[src/rtl/dcbg_pkg.sv]
// Shared types and constants for the DC-blocking gain and saturate block.
package dcbg_pkg;

	// Filter coefficient, unsigned Q0.16 (about 0.995)
	localparam logic [15:0] ALPHA_Q16 = 16'd65208;
	// Gain register value after reset (1.0 in Q8.8)
	localparam logic [15:0] GAIN_RESET = 16'd256;
	// Saturation thresholds on the Q.22 magnitude
	localparam logic [47:0] POS_LIMIT = 48'(32767) << 22;
	localparam logic [47:0] NEG_LIMIT = 48'(32768) << 22;
	// Saturation limits for the filter state magnitude
	localparam logic [32:0] Y_POS_MAX = 33'h0_7FFF_FFFF;
	localparam logic [32:0] Y_NEG_MAX = 33'h0_8000_0000;

	typedef struct packed {
		logic signed [15:0] sample;
		logic               last_in_buffer;
	} in_item_t;

	typedef struct packed {
		logic signed [15:0] sample_out;
		logic               clipped;
		logic               last_out;
	} out_item_t;

	// Commands from the controller to the datapath
	typedef struct packed {
		logic accept;
		logic calc_sum;
		logic calc_alpha;
		logic calc_gain;
		logic load_out;
	} dp_cmd_t;

endpackage

[src/rtl/dcbg_datapath.sv]
// Datapath: per-channel filter history, two multiplies, saturation and output register.
module dcbg_datapath import dcbg_pkg::*; #(
	parameter int NUM_CHANNELS = 2
) (
	input  logic             clk,
	input  logic             arst_n,
	input  dp_cmd_t          cmd,
	input  in_item_t         in_item,
	input  logic             gain_we,
	input  logic [15:0]      gain_wdata,
	output out_item_t        out_item
);

	localparam int CH_W = (NUM_CHANNELS > 1) ? $clog2(NUM_CHANNELS) : 1;
	localparam logic [CH_W-1:0] CH_LAST = CH_W'(NUM_CHANNELS - 1);

	logic [15:0]               gain_q;
	logic [CH_W-1:0]           chan_pos_q;
	logic [CH_W-1:0]           ch_q;
	logic signed [15:0]        x_q;
	logic                      last_q;
	logic signed [15:0]        prev_x_q [NUM_CHANNELS];
	logic signed [31:0]        prev_y_q [NUM_CHANNELS];
	logic [32:0]               smag_s1;
	logic                      sneg_s1;
	logic [31:0]               ymag_s2;
	logic                      yneg_s2;
	logic [47:0]               vmag_s3;
	logic                      vneg_s3;
	out_item_t                 out_q;

	logic [CH_W-1:0]           ch_sel;
	logic signed [16:0]        diff;
	logic signed [32:0]        sum;
	logic [48:0]               alpha_prod;
	logic [32:0]               ym;
	logic [31:0]               ymag_sat;
	logic signed [31:0]        y_new;
	logic [15:0]               q;
	out_item_t                 out_next;

	// Gain register
	always_ff @(posedge clk or negedge arst_n) begin
		if (!arst_n) begin
			gain_q <= GAIN_RESET;
		end else if (gain_we) begin
			gain_q <= gain_wdata;
		end
	end

	// Channel counter: restart after a last marker, wrap after the top channel
	always_comb begin
		ch_sel = (chan_pos_q > CH_LAST) ? '0 : chan_pos_q;
	end

	always_ff @(posedge clk or negedge arst_n) begin
		if (!arst_n) begin
			chan_pos_q <= '0;
		end else if (cmd.accept) begin
			if (in_item.last_in_buffer || ch_sel == CH_LAST) begin
				chan_pos_q <= '0;
			end else begin
				chan_pos_q <= ch_sel + CH_W'(1);
			end
		end
	end

	// Capture the input item
	always_ff @(posedge clk) begin
		if (cmd.accept) begin
			x_q    <= in_item.sample;
			last_q <= in_item.last_in_buffer;
			ch_q   <= ch_sel;
		end
	end

	// Stage 1: s = prev_y + (x - prev_x) * 2^14, kept as sign and magnitude
	always_comb begin
		diff = 17'(x_q) - 17'(prev_x_q[ch_q]);
		sum  = {prev_y_q[ch_q][31], prev_y_q[ch_q]} + {{2{diff[16]}}, diff, 14'b0};
	end

	always_ff @(posedge clk) begin
		if (cmd.calc_sum) begin
			sneg_s1 <= sum[32];
			smag_s1 <= sum[32] ? 33'(-sum) : 33'(sum);
		end
	end

	// Stage 2: scale by alpha, truncate toward zero, saturate to 32 bits
	always_comb begin
		alpha_prod = 49'(smag_s1) * 49'(ALPHA_Q16);
		ym         = alpha_prod[48:16];
		if (!sneg_s1 && ym > Y_POS_MAX) begin
			ymag_sat = Y_POS_MAX[31:0];
		end else if (sneg_s1 && ym > Y_NEG_MAX) begin
			ymag_sat = Y_NEG_MAX[31:0];
		end else begin
			ymag_sat = ym[31:0];
		end
		y_new = sneg_s1 ? -$signed(ymag_sat) : $signed(ymag_sat);
	end

	always_ff @(posedge clk) begin
		if (cmd.calc_alpha) begin
			ymag_s2 <= ymag_sat;
			yneg_s2 <= sneg_s1 && (ymag_sat != '0);
		end
	end

	// Update the channel history with this sample
	always_ff @(posedge clk or negedge arst_n) begin
		if (!arst_n) begin
			for (int i = 0; i < NUM_CHANNELS; i++) begin
				prev_x_q[i] <= '0;
				prev_y_q[i] <= '0;
			end
		end else if (cmd.calc_alpha) begin
			prev_x_q[ch_q] <= x_q;
			prev_y_q[ch_q] <= y_new;
		end
	end

	// Stage 3: apply the gain
	always_ff @(posedge clk) begin
		if (cmd.calc_gain) begin
			vmag_s3 <= 48'(ymag_s2) * 48'(gain_q);
			vneg_s3 <= yneg_s2;
		end
	end

	// Saturate to int16 and truncate toward zero
	always_comb begin
		q = vmag_s3[37:22];
		out_next.last_out = last_q;
		if (!vneg_s3 && vmag_s3 > POS_LIMIT) begin
			out_next.sample_out = 16'sh7FFF;
			out_next.clipped    = 1'b1;
		end else if (vneg_s3 && vmag_s3 > NEG_LIMIT) begin
			out_next.sample_out = -16'sh8000;
			out_next.clipped    = 1'b1;
		end else begin
			out_next.sample_out = vneg_s3 ? -$signed(q) : $signed(q);
			out_next.clipped    = 1'b0;
		end
	end

	// Output register
	always_ff @(posedge clk) begin
		if (cmd.load_out) begin
			out_q <= out_next;
		end
	end

	assign out_item = out_q;

endmodule

[src/rtl/dcbg_ctrl.sv]
// Controller: sequences one item through sum, alpha and gain steps and owns the output valid.
module dcbg_ctrl import dcbg_pkg::*; (
	input  logic    clk,
	input  logic    arst_n,
	input  logic    in_valid,
	output logic    in_stall,
	output logic    out_valid,
	input  logic    out_stall,
	output dp_cmd_t cmd
);

	localparam logic [2:0] ST_IDLE  = 3'd0;
	localparam logic [2:0] ST_SUM   = 3'd1;
	localparam logic [2:0] ST_ALPHA = 3'd2;
	localparam logic [2:0] ST_GAIN  = 3'd3;
	localparam logic [2:0] ST_DONE  = 3'd4;

	logic [2:0] state_q;
	logic [2:0] state_next;
	logic       out_valid_q;
	logic       load_ok;
	logic       can_take;

	// Output register may load when empty or being drained this cycle
	assign load_ok  = !out_valid_q || !out_stall;
	assign can_take = (state_q == ST_IDLE) || (state_q == ST_DONE && load_ok);
	assign in_stall = !can_take;

	// Issue datapath commands
	always_comb begin
		cmd            = '0;
		cmd.accept     = in_valid && can_take;
		cmd.calc_sum   = (state_q == ST_SUM);
		cmd.calc_alpha = (state_q == ST_ALPHA);
		cmd.calc_gain  = (state_q == ST_GAIN);
		cmd.load_out   = (state_q == ST_DONE) && load_ok;
	end

	// Advance the sequence
	always_comb begin
		state_next = state_q;
		case (state_q)
			ST_IDLE: begin
				if (in_valid) state_next = ST_SUM;
			end
			ST_SUM:   state_next = ST_ALPHA;
			ST_ALPHA: state_next = ST_GAIN;
			ST_GAIN:  state_next = ST_DONE;
			ST_DONE: begin
				if (load_ok) state_next = in_valid ? ST_SUM : ST_IDLE;
			end
			default:  state_next = ST_IDLE;
		endcase
	end

	always_ff @(posedge clk or negedge arst_n) begin
		if (!arst_n) begin
			state_q     <= ST_IDLE;
			out_valid_q <= 1'b0;
		end else begin
			state_q <= state_next;
			if (cmd.load_out) begin
				out_valid_q <= 1'b1;
			end else if (!out_stall) begin
				out_valid_q <= 1'b0;
			end
		end
	end

	assign out_valid = out_valid_q;

	// An accepted item always starts at the sum step
	a_accept_to_sum: assert property (@(posedge clk) disable iff (!arst_n)
		cmd.accept |=> state_q == ST_SUM)
		else $error("accepted item did not enter the sum step");

	// Steps follow in fixed order
	a_sum_to_alpha: assert property (@(posedge clk) disable iff (!arst_n)
		state_q == ST_SUM |=> state_q == ST_ALPHA && $past(cmd.calc_sum))
		else $error("sum step not followed by alpha step");

	// A load never overwrites a result still held by a stall
	a_no_overwrite: assert property (@(posedge clk) disable iff (!arst_n)
		cmd.load_out |-> !(out_valid_q && out_stall))
		else $error("output register overwritten while stalled");

	// A loaded result is presented next cycle
	a_load_shows: assert property (@(posedge clk) disable iff (!arst_n)
		cmd.load_out |=> out_valid_q)
		else $error("loaded result not presented");

endmodule

[src/rtl/dc_block_gain_saturate_core.sv]
// From input accept to output valid an item passes the sum, alpha multiply, gain multiply and load
//   steps; the load waits while a held result is stalled. The shared controller sequence works on one
//   item at a time; a new item is taken in the same cycle the previous result loads.
// The output register holds a finished result while the next item is worked on.
// Reset (arst_n low, asynchronous): gain returns to 1.0, channel counter and all
//   filter histories clear, no result is pending.
module dc_block_gain_saturate_core import dcbg_pkg::*; #(
	parameter int NUM_CHANNELS = 2
) (
	input  logic        clk,
	input  logic        arst_n,
	input  logic        in_valid,
	output logic        in_stall,
	input  in_item_t    in_item,
	output logic        out_valid,
	input  logic        out_stall,
	output out_item_t   out_item,
	input  logic        gain_we,
	input  logic [15:0] gain_wdata
);

	dp_cmd_t cmd;

	// Sequence control
	dcbg_ctrl u_ctrl (
		.clk       (clk),
		.arst_n    (arst_n),
		.in_valid  (in_valid),
		.in_stall  (in_stall),
		.out_valid (out_valid),
		.out_stall (out_stall),
		.cmd       (cmd)
	);

	// Filter arithmetic and history
	dcbg_datapath #(
		.NUM_CHANNELS (NUM_CHANNELS)
	) u_datapath (
		.clk        (clk),
		.arst_n     (arst_n),
		.cmd        (cmd),
		.in_item    (in_item),
		.gain_we    (gain_we),
		.gain_wdata (gain_wdata),
		.out_item   (out_item)
	);

endmodule
[config.mk]
export PLATFORM = sky130hd
export DESIGN_NAME = dc_block_gain_saturate_core
export DESIGN_NICKNAME = d
export VERILOG_FILES = /design/src/rtl/dcbg_pkg.sv /design/src/rtl/dcbg_datapath.sv /design/src/rtl/dcbg_ctrl.sv /design/src/rtl/dc_block_gain_saturate_core.sv
export SDC_FILE = /design/constraint.sdc
export NUM_CORES = 2
export LEC_CHECK = 0
export ABC_AREA = 0
export BUFFER_PORTS_ARGS = -buffer_cell sky130_fd_sc_hd__buf_2
export CORE_ASPECT_RATIO = 1.4
export CORE_MARGIN = 5
export CORE_UTILIZATION = 29
export DETAILED_ROUTE_END_ITERATION = 8
export PLACE_DENSITY = 0.49
export SLEW_MARGIN = 20
export SYNTH_ARGS = -nofsm -noshare
export SYNTH_HDL_FRONTEND = slang
export SYNTH_HIERARCHICAL = 1
export SYNTH_SLANG_ARGS = --single-unit
[constraint.sdc]
create_clock -name clk -period 13.4 [get_ports clk]
set_input_delay 0 -clock clk [delete_from_list [all_inputs] [get_ports clk]]
set_output_delay 0 -clock clk [all_outputs]
set_load 0.02 [all_outputs]
Word-level counts from Yosys, hierarchy flattened
Index checks and enable logic that the tools add are counted.
Storage, ports and cells
  RAM bits: 0
  latch bits: 0
  bits in registers: 269
  logic and storage cells: 89
  bits in read-only memories: 0
  input port bits: 38
  memories kept: 0
  output and inout port bits: 20
Cells by class
  bitwise gates (word level): 1
  multiplexer cells: 26
  add/subtract/negate cells: 6
  multipliers: 2
  reduce and logical (&&, ||, !) cells: 19
  $lt $le $gt $ge: 7
  equality and inequality tests: 7
  div/mod/pow operators: 0
  shift-type cells: 0
Operator list (number)
  $mux 32: 8
  $mux 16: 5
  $bwmux 64: 1
  $gt 48x37->1 const B: 1
  $gt 48x38->1 const B: 1
  $mul 32x16->48: 1
  $mul 33x13->46 const B: 1
  $add 32x31->33: 1
  $gt 33x31->1 const B: 1
  $gt 33x32->1 const B: 1
  $neg 33->33: 1
  $bwmux 32: 1
  $demux 32 s1: 1
  $neg 32->32: 1
  $reduce_bool 32->1: 1
  $mux 17: 1
  $sub 16x16->17: 1
  $demux 16 s1: 1
  $neg 16->16: 1
  $pmux 3 s5: 1
  $logic_and 1x1->1: 8
  $eq 3x2->1 const B: 2
  $mux 3: 2
  $logic_not 1->1: 5
  other kinds (13): 20

Depth between registers and ports, before layout
  depth in word-level cells: 8
  gate-level depth with buffers: 32
  gate-level depth less buffers: 30

By module
The synthesis kept the hierarchy.
By module, submodules not included
  dcbg_datapath: area an instance 38823.5 sq um, cells each 4039, instances 1, sequential area each 7393.3 sq um
  dcbg_ctrl: area an instance 217.7 sq um, cells each 22, instances 1, sequential area each 100.1 sq um

Worst setup path before layout
Ideal clock, no wire load.
  kind: register to register
  start point: reg u_datapath.smag_s1[17]
  end point: reg u_datapath.yneg_s2 (data pin)
  path slack: 5.226 ns
  buffers on the path: 1
  library setup time: 0.254 ns
  arrival time: 7.919 ns
  cell stages (with the launch flop): 30
  period minus slack after synthesis: 8.174 ns
  data required time: 13.146 ns
  path through: edfxtp_1 fa_1 inv_1 fa_1 inv_1 fa_1 fa_1 inv_1 fa_1 inv_1 ha_1 inv_1 o31ai_1 a211oi_1 o41ai_1 o2111ai_1 and3_1 o221a_2 and4_1 a31oi_2 clkbuf_1 o21ai_0 inv_1 ha_1 nand4_1 mux2_1 nor3_1 o21ai_0 and2_1 o21a_1
Between the ends
  word-level cells in the longest chain between the ends: 7
  elaborated cells on any way between the ends: 9
  those cells by class: mul (1); order compare (2); mux (2); reduce/logical (4)
RTL lines
  start: declaration: line dcbg_datapath.sv:24  | logic [32:0] smag_s1;
  start signal: assignment: line dcbg_datapath.sv:86  | smag_s1 <= sum[32] ? 33'(-sum) : 33'(sum);
  $mul 33x13->46 *: line dcbg_datapath.sv:92  | alpha_prod = 49'(smag_s1) * 49'(ALPHA_Q16);
  $gt 33x32->1: line dcbg_datapath.sv:96  | end else if (sneg_s1 && ym > Y_NEG_MAX) begin
  $logic_and 1x1->1: line dcbg_datapath.sv:96
  $mux 32: line dcbg_datapath.sv:96
  $mux 32 *: line dcbg_datapath.sv:94  | if (!sneg_s1 && ym > Y_POS_MAX) begin
  via u_datapath.ymag_sat[1]: line dcbg_datapath.sv:37  | logic [31:0] ymag_sat;
  $reduce_bool 32->1 *: line dcbg_datapath.sv:107  | yneg_s2 <= sneg_s1 && (ymag_sat != '0);
  $logic_and 1x1->1 *: line dcbg_datapath.sv:107
  end signal: assignment: line dcbg_datapath.sv:107
  end: declaration: line dcbg_datapath.sv:27  | logic yneg_s2;
Mark *: on every way through the listed nets, which the timed path passes. The rest lies on a longest branch.
A chain may end at the register's enable or synchronous reset.

Worst setup path in the final report
  start point: reg u_datapath.smag_s1[14]
  end point: reg u_datapath.yneg_s2 (data pin)
Same word-level chain as after synthesis.

==> flow_metrics.tcl <==
set metrics [dict create \
    die_h_um 444 \
    hold_viol 0 \
    io_pins 58 \
    dp_hpwl_um 89200 \
    grt_max_degree 75 \
    grt_pass1_vias 30600 \
    yosys_register_bits 269 \
    layout_common_cells "710 x inv_1, 663 x fa_1, 626 x nand2_1" \
    hold_depth 2 \
    setup_viol 0 \
    worstPathMaxFanout 25 \
    start_util_pct 29.2 \
    syn2layout_area_growth_pct 10.2 \
    r2r_start "u_datapath/smag_s1[14]" \
    final_common_cell "inv_1" \
    cts_buffer_depth 3 \
    rsz0062_at_grt "no" \
    diodes 0 \
    maxSlewViolCount 0 \
    drc 0 \
    arrival_ns 9.87 \
    outcome "complete, no violations" \
    min-delay-path-class "input pin to flop" \
    track_usage_pct 16.1 \
    fin_crit_ns 9.53 \
    clk_pin_slew_ns 0.06 \
    cts_max_level 2 \
    synth_edf_count 152 \
    cts-hold-fix-buffers 54 \
    post_drt_via_cell_ratio 4.82 \
    worst-setup-path-type "flop to flop" \
    async_flop_share_pct 43.5 \
    die_w_um 320 \
    synth_top_flop_cell "edfxtp_1" \
    finalCritPeriodShare_pct 71.1 \
    synth_cells 4061 \
    r2r_slack_ns 3.87 \
    place_congestion 0.885 \
    yosys_warnings 6 \
    cts_sinks 269 \
    tritoncts "done" \
    globalRoute.totalOverflow 0 \
    slew_headroom_pct 28.0 \
    post-cts-setup-buffer-count 0 \
    holdWs_ns 0.110 \
    antenna_found_initial 2 \
    synth_fp_nets 5065 \
    ys_seq_area_share_pct 19.2 \
    skew_ns 0.0512 \
    io_buffers 57 \
    critPathMaxStageDelay_ns 0.72 \
    cap_violations 0 \
    timing.fmax_ghz 0.105 \
    drt-total-wl_um 114000 \
    min_from "in_item[4]" \
    root_buffer "clkbuf_16" \
    cp-end-kind "flop" \
    whs_endpoint "u_datapath/x_q[3]" \
    antenna_left 0 \
    synthTopCellsByArea "fa_1 34%, edfxtp_1 12%, ha_1 9.7%" \
    tightest_slew_ns 1.08 \
    cts.repair.resized 0 \
    slowest_stage "o41ai_1" \
    start_kind "flop" \
    cts_inserted_buffers 37 \
    synth.distinct_cells 96 \
    grt_pass1_wl_um 180000 \
    yosys.area.top_type_share_pct 34.0 \
    wire_per_inst_um 19.4 \
    fp-row-count 159 \
    core-area_um2 134000 \
    layout-drive-gt1-share_pct 5.82 \
    die_area_um2 142000 \
    vias 28300 \
    avgSynthCellArea_um2 9.61 \
    crit_required_ns 13.75 \
    rr_worst_depth 29 \
    reg2reg_to "u_datapath/yneg_s2" \
    clock_latency_ns 0.60 \
    setup_tns_ns 0 \
    synth_top_area_cell "fa_1" \
    drt_first_pass_iters 5 \
    synth_area_um2 39000 \
    num-nets-final 5086 \
    drt-initial-drc-count 1383 \
]
## sequential cells by signal (all words and copies together) (netlist names)
signal	count
u_ctrl/state_q	3
u_datapath/gain_q	16
u_datapath/vneg_s3	1
u_datapath/last_q	1
u_datapath/prev_x_q	32
u_datapath/out_item	18
u_datapath/prev_y_q	64
u_datapath/sneg_s1	1
u_datapath/x_q	16
u_datapath/yneg_s2	1
u_datapath/chan_pos_q	1
u_datapath/ymag_s2	32
u_datapath/smag_s1	33
u_datapath/vmag_s3	48
u_datapath/ch_q	1
u_ctrl/out_valid	1
## worst max path at each step
stage | start | to | slack (ns) | cells past startpoint
after floorplan | u_datapath/smag_s1[17] | u_datapath/yneg_s2 | 5.23 | 29
after global placement | u_datapath/smag_s1[14] | u_datapath/yneg_s2 | 4.13 | 29
after detailed placement | u_datapath/smag_s1[14] | u_datapath/yneg_s2 | 3.97 | 29
after CTS | u_datapath/smag_s1[14] | u_datapath/yneg_s2 | 3.90 | 29
after global routing | u_datapath/smag_s1[14] | u_datapath/yneg_s2 | 3.22 | 28
final | u_datapath/smag_s1[14] | u_datapath/yneg_s2 | 3.87 | 29
## metrics by stage
step,utilization (%),instances,cell area (um2),setup slack [ns]
2_1_floorplan,-,4061,39000,5.23
3_3_place_gp,30.8,5760,41200,4.13
3_5_place_dp,30.8,5760,41200,3.97
4_1_cts,32.1,5881,43000,3.90
5_1_grt,32.1,5881,43000,3.22
6_report,32.1,5881,43000,3.87
## logic make-up (layout without fill, tap and decap cells)
logic type	after synthesis	in the layout	synth area share (%)
adders and majority gates	966	966	43.7
DFF	269	269	19.2
AOI/OAI and AO/OA	577	577	9.56
muxes	67	67	1.84
buffers and inverters	867	916	8.39
and+or+nand+nor	1171	1171	14.1
xor gates and xnor gates	144	144	3.25
## metal layers
layer	global-route usage, %	part of all wire, %	vias to the layer above
met3	1.57	3.1	196
met2	31.1	54	548
li1	-	-	13100
met5	0	0.0079	-
met1	18.4	39	14500
met4	5.51	4.0	2
## worst max-delay path: cells and delay by family, from the launching register on
| family | cells | cell delay [ns] |
|---|---|---|
| AOI/OAI and AO/OA | 9 | 2.69 |
| adders and majority gates | 7 | 3.60 |
| buffers and inverters | 6 | 0.76 |
| DFF | 1 | 0.49 |
| muxes | 1 | 0.44 |
| and+or+nand+nor | 6 | 1.27 |
## layout make-up
class | instances | area, um2
clock inverter | 25 | 352
sequential | 269 | 7500
clock buffer | 42 | 966
fill | 13800 | 90800
tap | 1771 | 2220
inverter | 710 | 2670
multi-input combinational | 2925 | 28300
timing repair buffer | 139 | 1040
## cells in the mapped netlist, drive strengths merged, types with 24 or more instances
cell    count
clkbuf    141
nor3       38
nand2b     24
edfxtp    152
xor2       47
fa        663
o21ai     186
a21o       41
nand2     627
dfrtp     116
ha        303
xnor2      97
nor2      117
inv       710
a211oi     26
mux2i      28
a21oi     130
nand3      31
and2      187
mux2       39
Power is not shown: default switching activity piles up to over one toggle a cycle in this logic, so the estimate is an artifact.
